File: config.mk
export PLATFORM = sky130hd
export DESIGN_NAME = magnetometer_autorange_scaler_top
export DESIGN_NICKNAME = d
export VERILOG_FILES = /design/src/rtl/core/masc_pkg.sv /design/src/rtl/core/magnetometer_autorange_scaler_top.sv /design/src/rtl/core/masc_axis_scale.sv /design/src/rtl/core/masc_gain_ctrl.sv
export SDC_FILE = /design/constraint.sdc
export NUM_CORES = 2
export LEC_CHECK = 0
export BUFFER_PORTS_ARGS = -buffer_cell sky130_fd_sc_hd__buf_4
export CAP_MARGIN = 25
export CORE_MARGIN = 2
export CORE_UTILIZATION = 55
export CTS_BUF_LIST = sky130_fd_sc_hd__clkbuf_8
export CTS_CLUSTER_SIZE = 25
export DETAILED_ROUTE_END_ITERATION = 8
export PLACE_DENSITY_LB_ADDON = 0.1
export SETUP_SLACK_MARGIN = 0.02
export SLEW_MARGIN = 0
export SYNTH_ARGS = -nofsm -noshare
export SYNTH_HDL_FRONTEND = slang
export SYNTH_SLANG_ARGS = --single-unit
File: constraint.sdc
create_clock -name i_clk -period 10.4 [get_ports i_clk]
set_input_delay 2.08 -clock i_clk [delete_from_list [all_inputs] [get_ports i_clk]]
set_output_delay 2.08 -clock i_clk [all_outputs]
set_load 0.02 [all_outputs]
File: src/rtl/core/masc_pkg.sv
// Shared types and constants for the magnetometer auto-range scaler.
// Holds the sensitivity tables, the reciprocal multipliers derived from them
// and the codes used by the gain control, the axis scalers and the top level.
`default_nettype none

package masc_pkg;

    // Raw axis width used for sign extension and fixed-point fraction bits.
    localparam int RAW_WIDTH     = 16;
    localparam int FRACTION_BITS = 8;

    localparam int RAW_PORT_W = 16;
    localparam int FIELD_W    = 23;
    localparam int GAIN_W     = 3;
    localparam int CFG_ADDR_W = 1;
    localparam int CFG_DATA_W = 3;

    localparam int GAIN_LEVELS = 7;
    localparam logic [GAIN_W-1:0] GAIN_MAX = GAIN_W'(GAIN_LEVELS - 1);

    localparam int SAT_LIMIT = 2040;

    // field = round(mag * 100 * 2^F / lsb) is computed as
    // (mag * MUL + 2^(SHIFT-1)) >> SHIFT, with MUL = ceil(100 * 2^(F+SHIFT) / lsb).
    // SHIFT is large enough that the reciprocal error never crosses an integer.
    localparam int SHIFT  = RAW_WIDTH + 12;
    localparam int MUL_W  = FRACTION_BITS + SHIFT - 1;
    localparam int PROD_W = RAW_WIDTH + MUL_W;
    localparam int Q_W    = PROD_W - SHIFT;
    localparam int CMP_W  = (Q_W > FIELD_W + 1) ? Q_W : FIELD_W + 1;

    localparam logic [PROD_W-1:0] ROUND_BIAS = PROD_W'(1) << (SHIFT - 1);
    localparam logic [CMP_W-1:0]  FIELD_MAX_MAG = (CMP_W'(1) << (FIELD_W - 1)) - CMP_W'(1);
    localparam logic [CMP_W-1:0]  FIELD_MIN_MAG = CMP_W'(1) << (FIELD_W - 1);

    localparam longint unsigned NUM = 64'd100 << (FRACTION_BITS + SHIFT);

    // Sensitivity in counts per gauss for each gain index.
    localparam longint unsigned LSB_XY [GAIN_LEVELS] = '{1100, 855, 670, 450, 400, 330, 230};
    localparam longint unsigned LSB_Z  [GAIN_LEVELS] = '{980, 760, 600, 400, 355, 295, 205};

    typedef logic [MUL_W-1:0] t_mul;

    localparam t_mul MUL_XY [GAIN_LEVELS] = '{
        t_mul'((NUM + LSB_XY[0] - 64'd1) / LSB_XY[0]),
        t_mul'((NUM + LSB_XY[1] - 64'd1) / LSB_XY[1]),
        t_mul'((NUM + LSB_XY[2] - 64'd1) / LSB_XY[2]),
        t_mul'((NUM + LSB_XY[3] - 64'd1) / LSB_XY[3]),
        t_mul'((NUM + LSB_XY[4] - 64'd1) / LSB_XY[4]),
        t_mul'((NUM + LSB_XY[5] - 64'd1) / LSB_XY[5]),
        t_mul'((NUM + LSB_XY[6] - 64'd1) / LSB_XY[6])
    };

    localparam t_mul MUL_Z [GAIN_LEVELS] = '{
        t_mul'((NUM + LSB_Z[0] - 64'd1) / LSB_Z[0]),
        t_mul'((NUM + LSB_Z[1] - 64'd1) / LSB_Z[1]),
        t_mul'((NUM + LSB_Z[2] - 64'd1) / LSB_Z[2]),
        t_mul'((NUM + LSB_Z[3] - 64'd1) / LSB_Z[3]),
        t_mul'((NUM + LSB_Z[4] - 64'd1) / LSB_Z[4]),
        t_mul'((NUM + LSB_Z[5] - 64'd1) / LSB_Z[5]),
        t_mul'((NUM + LSB_Z[6] - 64'd1) / LSB_Z[6])
    };

    typedef enum logic [1:0] {
        ST_NO_DATA      = 2'd0,
        ST_RANGE_RAISED = 2'd1,
        ST_VALID        = 2'd2
    } t_status;

    typedef enum logic [CFG_ADDR_W-1:0] {
        CFG_AUTO_RANGE   = 1'd0,
        CFG_INITIAL_GAIN = 1'd1
    } t_cfg_reg;

    // Per-item decision from the gain control.
    typedef struct packed {
        t_status             status;
        logic [GAIN_W-1:0]   gain_now;
    } t_gain_dec;

endpackage

`default_nettype wire

File: src/rtl/core/magnetometer_autorange_scaler_top.sv
// Top level of the magnetometer auto-range scaler: input register, gain control,
// three axis scalers and the result register. Depends on masc_pkg,
// masc_gain_ctrl and masc_axis_scale.
//
// Takes one sample per clock and returns one result per sample via the input and
// result registers; the sustained rate of one item per cycle holds while the
// output side is ready. The path that sets the clock is one 16 by 35 bit multiply
// by a table constant per axis, with the three axes in parallel. A ready sample
// whose axis reaches +-2040 counts with auto-ranging on and gain below the top
// raises the gain and is reported as range_raised with zero fields; the next
// sample already sees the new gain. Fields are signed, in 1/256 microtesla,
// rounded to nearest with ties away from zero. Configuration writes are taken at
// any time and must only be issued while no item is in flight.
`default_nettype none

module magnetometer_autorange_scaler_top (
    input  wire logic                              i_clk,
    input  wire logic                              i_rst_n,
    // Configuration write port.
    input  wire logic                              i_cfg_we,
    input  wire logic [masc_pkg::CFG_ADDR_W-1:0]   i_cfg_addr,
    input  wire logic [masc_pkg::CFG_DATA_W-1:0]   i_cfg_data,
    // Sample stream.
    input  wire logic                              s_axis_tvalid,
    output logic                                   s_axis_tready,
    // tdata: x_raw [15:0], y_raw [31:16], z_raw [47:32]
    input  wire logic [47:0]                       s_axis_tdata,
    // tuser: data_ready [0]
    input  wire logic                              s_axis_tuser,
    // Result stream.
    output logic                                   m_axis_tvalid,
    input  wire logic                              m_axis_tready,
    // tdata: x_field [22:0], y_field [45:23], z_field [68:46], gain_now [71:69]
    output logic      [71:0]                       m_axis_tdata,
    // tuser: status_code [1:0]
    output logic      [1:0]                        m_axis_tuser
);

    localparam int RW = masc_pkg::RAW_PORT_W;
    localparam int FW = masc_pkg::FIELD_W;

    // Input register.
    logic           r_in_valid;
    logic           r_dr;
    logic [RW-1:0]  r_x;
    logic [RW-1:0]  r_y;
    logic [RW-1:0]  r_z;

    // Result register.
    logic                          r_out_valid;
    masc_pkg::t_status             r_status;
    logic [FW-1:0]                 r_fx;
    logic [FW-1:0]                 r_fy;
    logic [FW-1:0]                 r_fz;
    logic [masc_pkg::GAIN_W-1:0]   r_gain_now;

    logic                          advance;
    logic [masc_pkg::GAIN_W-1:0]   gain;
    masc_pkg::t_gain_dec           dec;
    logic [FW-1:0]                 fx;
    logic [FW-1:0]                 fy;
    logic [FW-1:0]                 fz;
    logic                          sat_x;
    logic                          sat_y;
    logic                          sat_z;
    logic                          keep_fields;

    assign advance       = r_in_valid && (!r_out_valid || m_axis_tready);
    assign s_axis_tready = !r_in_valid || advance;

    always_ff @(posedge i_clk) begin
        if (!i_rst_n) begin
            r_in_valid <= 1'b0;
        end else if (s_axis_tready) begin
            r_in_valid <= s_axis_tvalid;
        end
    end

    always_ff @(posedge i_clk) begin
        if (s_axis_tvalid && s_axis_tready) begin
            r_dr <= s_axis_tuser;
            r_x  <= s_axis_tdata[RW-1:0];
            r_y  <= s_axis_tdata[2*RW-1:RW];
            r_z  <= s_axis_tdata[3*RW-1:2*RW];
        end
    end

    masc_gain_ctrl u_gain_ctrl (
        .i_clk        (i_clk),
        .i_rst_n      (i_rst_n),
        .i_cfg_we     (i_cfg_we),
        .i_cfg_addr   (i_cfg_addr),
        .i_cfg_data   (i_cfg_data),
        .i_step       (advance),
        .i_data_ready (r_dr),
        .i_sat_any    (sat_x || sat_y || sat_z),
        .o_gain       (gain),
        .o_dec        (dec)
    );

    masc_axis_scale u_scale_x (
        .i_raw   (r_x),
        .i_mult  (masc_pkg::MUL_XY[gain]),
        .o_field (fx),
        .o_sat   (sat_x)
    );

    masc_axis_scale u_scale_y (
        .i_raw   (r_y),
        .i_mult  (masc_pkg::MUL_XY[gain]),
        .o_field (fy),
        .o_sat   (sat_y)
    );

    masc_axis_scale u_scale_z (
        .i_raw   (r_z),
        .i_mult  (masc_pkg::MUL_Z[gain]),
        .o_field (fz),
        .o_sat   (sat_z)
    );

    assign keep_fields = (dec.status == masc_pkg::ST_VALID);

    always_ff @(posedge i_clk) begin
        if (!i_rst_n) begin
            r_out_valid <= 1'b0;
        end else if (advance) begin
            r_out_valid <= 1'b1;
        end else if (m_axis_tready) begin
            r_out_valid <= 1'b0;
        end
    end

    always_ff @(posedge i_clk) begin
        if (advance) begin
            r_status   <= dec.status;
            r_gain_now <= dec.gain_now;
            r_fx       <= keep_fields ? fx : '0;
            r_fy       <= keep_fields ? fy : '0;
            r_fz       <= keep_fields ? fz : '0;
        end
    end

    assign m_axis_tvalid = r_out_valid;
    assign m_axis_tdata  = {r_gain_now, r_fz, r_fy, r_fx};
    assign m_axis_tuser  = r_status;

endmodule

`default_nettype wire

File: src/rtl/core/masc_axis_scale.sv
// One axis of the scaler: magnitude, reciprocal multiply with rounding,
// saturation and sign restore. Also flags a raw reading at the range limit.
// Depends on masc_pkg.
`default_nettype none

module masc_axis_scale (
    input  wire logic [masc_pkg::RAW_PORT_W-1:0] i_raw,
    input  wire logic [masc_pkg::MUL_W-1:0]      i_mult,
    output logic      [masc_pkg::FIELD_W-1:0]    o_field,
    output logic                                 o_sat
);

    logic [masc_pkg::RAW_WIDTH-1:0] raw_rw;
    logic                           neg;
    logic [masc_pkg::RAW_WIDTH-1:0] mag;
    logic [masc_pkg::PROD_W-1:0]    prod;
    logic [masc_pkg::CMP_W-1:0]     q;
    logic [masc_pkg::CMP_W-1:0]     q_sat;

    assign raw_rw = i_raw[masc_pkg::RAW_WIDTH-1:0];
    assign neg    = raw_rw[masc_pkg::RAW_WIDTH-1];
    // The most negative reading maps to 2^(RAW_WIDTH-1), which still fits unsigned.
    assign mag    = neg ? (~raw_rw) + masc_pkg::RAW_WIDTH'(1) : raw_rw;

    assign o_sat = (mag >= masc_pkg::RAW_WIDTH'(masc_pkg::SAT_LIMIT));

    assign prod = masc_pkg::PROD_W'(mag) * masc_pkg::PROD_W'(i_mult) + masc_pkg::ROUND_BIAS;
    assign q    = masc_pkg::CMP_W'(prod[masc_pkg::PROD_W-1:masc_pkg::SHIFT]);

    always_comb begin
        if (neg) begin
            q_sat   = (q > masc_pkg::FIELD_MIN_MAG) ? masc_pkg::FIELD_MIN_MAG : q;
            o_field = masc_pkg::FIELD_W'(0) - q_sat[masc_pkg::FIELD_W-1:0];
        end else begin
            q_sat   = (q > masc_pkg::FIELD_MAX_MAG) ? masc_pkg::FIELD_MAX_MAG : q;
            o_field = q_sat[masc_pkg::FIELD_W-1:0];
        end
    end

endmodule

`default_nettype wire

File: src/rtl/core/masc_gain_ctrl.sv
// Gain index state, configuration registers and the per-item range decision.
// Depends on masc_pkg.
`default_nettype none

module masc_gain_ctrl (
    input  wire logic                              i_clk,
    input  wire logic                              i_rst_n,
    input  wire logic                              i_cfg_we,
    input  wire logic [masc_pkg::CFG_ADDR_W-1:0]   i_cfg_addr,
    input  wire logic [masc_pkg::CFG_DATA_W-1:0]   i_cfg_data,
    input  wire logic                              i_step,
    input  wire logic                              i_data_ready,
    input  wire logic                              i_sat_any,
    output logic      [masc_pkg::GAIN_W-1:0]       o_gain,
    output masc_pkg::t_gain_dec                    o_dec
);

    logic                          r_auto_en;
    logic [masc_pkg::GAIN_W-1:0]   r_gain;
    logic                          raise;
    logic [masc_pkg::GAIN_W-1:0]   cfg_gain;

    assign raise = i_data_ready && r_auto_en && (r_gain < masc_pkg::GAIN_MAX) && i_sat_any;

    assign cfg_gain = (i_cfg_data[masc_pkg::GAIN_W-1:0] > masc_pkg::GAIN_MAX)
                    ? masc_pkg::GAIN_MAX : i_cfg_data[masc_pkg::GAIN_W-1:0];

    always_comb begin
        if (!i_data_ready) begin
            o_dec.status   = masc_pkg::ST_NO_DATA;
            o_dec.gain_now = r_gain;
        end else if (raise) begin
            o_dec.status   = masc_pkg::ST_RANGE_RAISED;
            o_dec.gain_now = r_gain + masc_pkg::GAIN_W'(1);
        end else begin
            o_dec.status   = masc_pkg::ST_VALID;
            o_dec.gain_now = r_gain;
        end
    end

    assign o_gain = r_gain;

    always_ff @(posedge i_clk) begin
        if (!i_rst_n) begin
            r_auto_en <= 1'b0;
            r_gain    <= '0;
        end else if (i_cfg_we) begin
            case (masc_pkg::t_cfg_reg'(i_cfg_addr))
                masc_pkg::CFG_AUTO_RANGE:   r_auto_en <= i_cfg_data[0];
                masc_pkg::CFG_INITIAL_GAIN: r_gain    <= cfg_gain;
                default: ;
            endcase
        end else if (i_step && raise) begin
            r_gain <= r_gain + masc_pkg::GAIN_W'(1);
        end
    end

endmodule

`default_nettype wire

==> run_results.csv <==
group,metric,value,unit
drt,drtIter0Drc,7069,
clock_network,clkSinkCount,129,
floorplan,initial_core_util,0.5537,
layout,multi_input_area,50450,um2
grt,grt_first_pass_wirelength,375700,um
setup_path,path_buf_inv,6,
synth,ys_seq_area_frac,0.06139,
clock_network,cts-root-buf,"clkbuf_8",
drt,drt-total-wl,259700,um
drt,drc,0,
setup_path,r2r-end,"r_fx[18]",
timing,finalSetupViolCount,0,
grt,grt_util_met2,0.6612,
place,portBuffers,133,
synth,ys_seq_elements,129,
floorplan,fp.dieH,340.1,um
drt,via_per_inst,6.036,
timing,fmax,0.09803,GHz
setup_path,critPathMaxStageDelay,0.70,ns
timing,worstMarginPinSlew,1.114,ns
setup_path,startpoint_type,"flip-flop",
clock_network,clk_latency,0.72,ns
floorplan,die_w,340.1,um
grt,gr-max-usage-layer,"met2",
layout,seqCellArea,3815,um2
layout,fillers,10020,
floorplan,num_rows,123,
worst_hold_path,whs_path_depth,2,
setup_path,crit_required,10.91,ns
grt,grt_pass1_vias,56540,
layout,fin_util,0.6104,
grt,grt_max_degree,50,
layout,drive_gt1_frac,0.1056,
place,gp_congestion,1.093,
grt,grt_usage,0.4562,
clock_network,cts_buffers,17,
drt,detail-route-antenna-nets,0,
synth,synthCells,7347,
setup_path,r2r_slack,0.20,ns
setup_path,slowest_stage,"fa_1",
worst_hold_path,holdPathEnd,"m_axis_tvalid",
floorplan,die_area,115700,um2
grt,met3_usage,0.1625,
setup_path,crit_type,"flip-flop to flip-flop",
worst_hold_path,hold_class,"flip-flop to flip-flop",
drt,vias,55420,
timing,fin_skew,0.06918,ns
timing,fin_crit_sh,0.9808,
setup_path,cp_data_arrival_time,10.71,ns
setup_path,worstPathMaxFanout,10,
layout,layout.cells.non_filler,9182,
setup_path,cpMostUsedCell,"fa_1",
drt,routedWlPerCell,28.28,um
timing,max_slew_margin,0.2515,
synth,synthArstFlopShare,0,
run,maxCapViolCount,0,
clock_network,hold_buffers,0,
floorplan,core_region_area,112200,um2
synth,synth.distinct_cells,119,
clock_network,clkSlewWorstSetupHoldPaths,0.10,ns
setup_path,cp-end-kind,"flip-flop",
synth,synth_edf_count,123,
grt,grt.overflow.total,0,
setup_path,reg2reg_from,"r_x[3]",
place,dp.cells,9116,
place,dpl.hpwl,218100,um
grt,grt_util_met1,0.5856,
synth,synthFlopType,"edfxtp_1",
synth,syn-num-nets,9254,
status,status,"complete, no violations",
setup_path,rr_worst_depth,32,
layout,area_growth,10.23,%
setup_path,crit_family,"adder cells",
grt,grt_antenna_before_repair,12,
timing,fin_crit,10.20,ns
synth,syn_area_per_cell,8.456,um2
timing,grt_setup_unrepaired,"true",
clock_network,h-tree-depth,4,
clock_network,tritoncts,"done",
drt,firstDrtPassIters,7,
synth,synth_area,62120,um2
clock_network,cts.path.max_buffers,2,
timing,finalHoldViolations,0,
synth,ys.warnings.count,0,
worst_hold_path,hold_start,"r_in_valid",
floorplan,ios,134,
layout,nNetsFinal,9565,
timing,maxSlewViolCount,0,
==> timing repair <==
| item | CTS | global route |
|---|---|---|
| pin swaps | 2 | 14 |
| resized for setup | 12 | 150 |
| buffers inserted | 4 | 18 |
| setup endpoints to repair | 12 | 34 |
| hold endpoints to repair | 0 | 0 |
| gates cloned | 0 | 0 |
==> cells in the final DEF (no fill, tap or decap), drive strengths merged, types with 15 or more instances in the layout <==
cell and instances:
clkbuf 17, or4 19, nand2 976, xnor2 72, and3 23, or3 46
o21ai 174, nor3 64, buf 548, nand4 66, a21oi 260, and2 69
o21bai 24, o31ai 20, inv 2022, nor4 31, or2 22, a211oi 32
ha 480, nand3 63, nor2b 17, a311oi 17, a221oi 16, a21o 30
o21a 23, mux2i 24, edfxtp 123, nor2 609, fa 1369, a31oi 29
nand2b 54, o211ai 39, o2111ai 15, xor2 57
==> worst min-delay path: stages (launching register included) <==
cell	delay, ns
dfxtp_1	0.35
nor2_1	0.11
nor2_1	0.05
==> worst max path at each step <==
stage | cells after the start | start | slack, ns | end
finish | 32 | r_x[3] | 0.20 | r_fx[18]
global route | 35 | r_z[6] | -0.11 | r_fz[22]
CTS | 32 | r_y[10] | 0.04 | r_fy[18]
detailed placement | 33 | r_y[5] | -0.19 | r_fy[18]
global placement | 35 | r_y[2] | -0.1 | r_fy[18]
floorplan | 40 | u_gain_ctrl.o_gain[1] | 0.33 | r_fy[18]
==> per-stage QoR <==
step | setup slack [ns] | TNS, ns | instance area, um2 | hold WS, ns
3_5_place_dp | -0.1879 | -0.6559 | 67270 | 0.5240
4_1_cts | 0.03644 | 0 | 67730 | 0.5384
5_1_grt | -0.1090 | -0.3566 | 68470 | 0.5809
3_3_place_gp | -0.09782 | -0.1920 | 67270 | 0.5110
2_1_floorplan | 0.3271 | 0 | 62120 | 0.4615
6_report | 0.1994 | 0 | 68480 | 0.5397
==> state kept, by name (all words and copies together), names as in the netlist <==
register,cells
r_fx,23
r_fy,23
r_fz,23
r_x,16
r_y,16
r_z,16
r_gain_now,3
u_gain_ctrl.o_gain,3
m_axis_tuser,2
m_axis_tvalid,1
r_dr,1
r_in_valid,1
u_gain_ctrl.r_auto_en,1
==> routing by layer <==
layer / part of all wire / vias up / wire (um)
li1: - / 22950 / -
met1: 0.36 / 27670 / 93860
met2: 0.42 / 3966 / 109500
met3: 0.14 / 838 / 36000
met4: 0.078 / 4 / 20270
met5: 0.00011 / - / 28
==> synth_stat cells, drive strengths merged (63+ instances only) <==
master  number  area [um2]
o21ai      174       870.8
nand4       66       427.9
nand3       63       320.3
fa        1369       27410
edfxtp     123        3694
clkbuf     222       833.3
nor3        64       336.6
nand2      976        3671
nor2       609        2286
ha         480        6006
xnor2       72       630.6
a21oi      260        1305
inv       2015        7564
and2        69       431.7
==> layout make-up <==
| cell class | instances | area share |
|---|---|---|
| Timing Repair Buffer | 548 | 0.06322 |
| Multi-Input combinational cell | 4940 | 0.7368 |
| Clock inverter | 15 | 0.002083 |
| Clock buffer | 17 | 0.003417 |
| Inverter | 2022 | 0.1109 |
| Tap cell | 1500 | 0.02741 |
| Sequential cell | 129 | 0.05571 |
| Antenna cell | 11 | 0.0004020 |
==> kinds of logic (layout without fill, tap and decap cells) <==
logic type / count (synthesis) / in the layout / synth area share
buffers and inverters: 2278 / 2602 / 0.1384
and+or+nand+nor: 2111 / 2111 / 0.1508
adders and majority gates: 1849 / 1849 / 0.5378
AOI/OAI and AO/OA: 821 / 821 / 0.08805
xor gates and xnor gates: 129 / 129 / 0.01843
DFF: 129 / 129 / 0.06139
muxes: 30 / 30 / 0.005075
other: 0 / 11 / 0
Power is not shown: default switching activity piles up to over one toggle a cycle in this logic, so the estimate is an artifact.
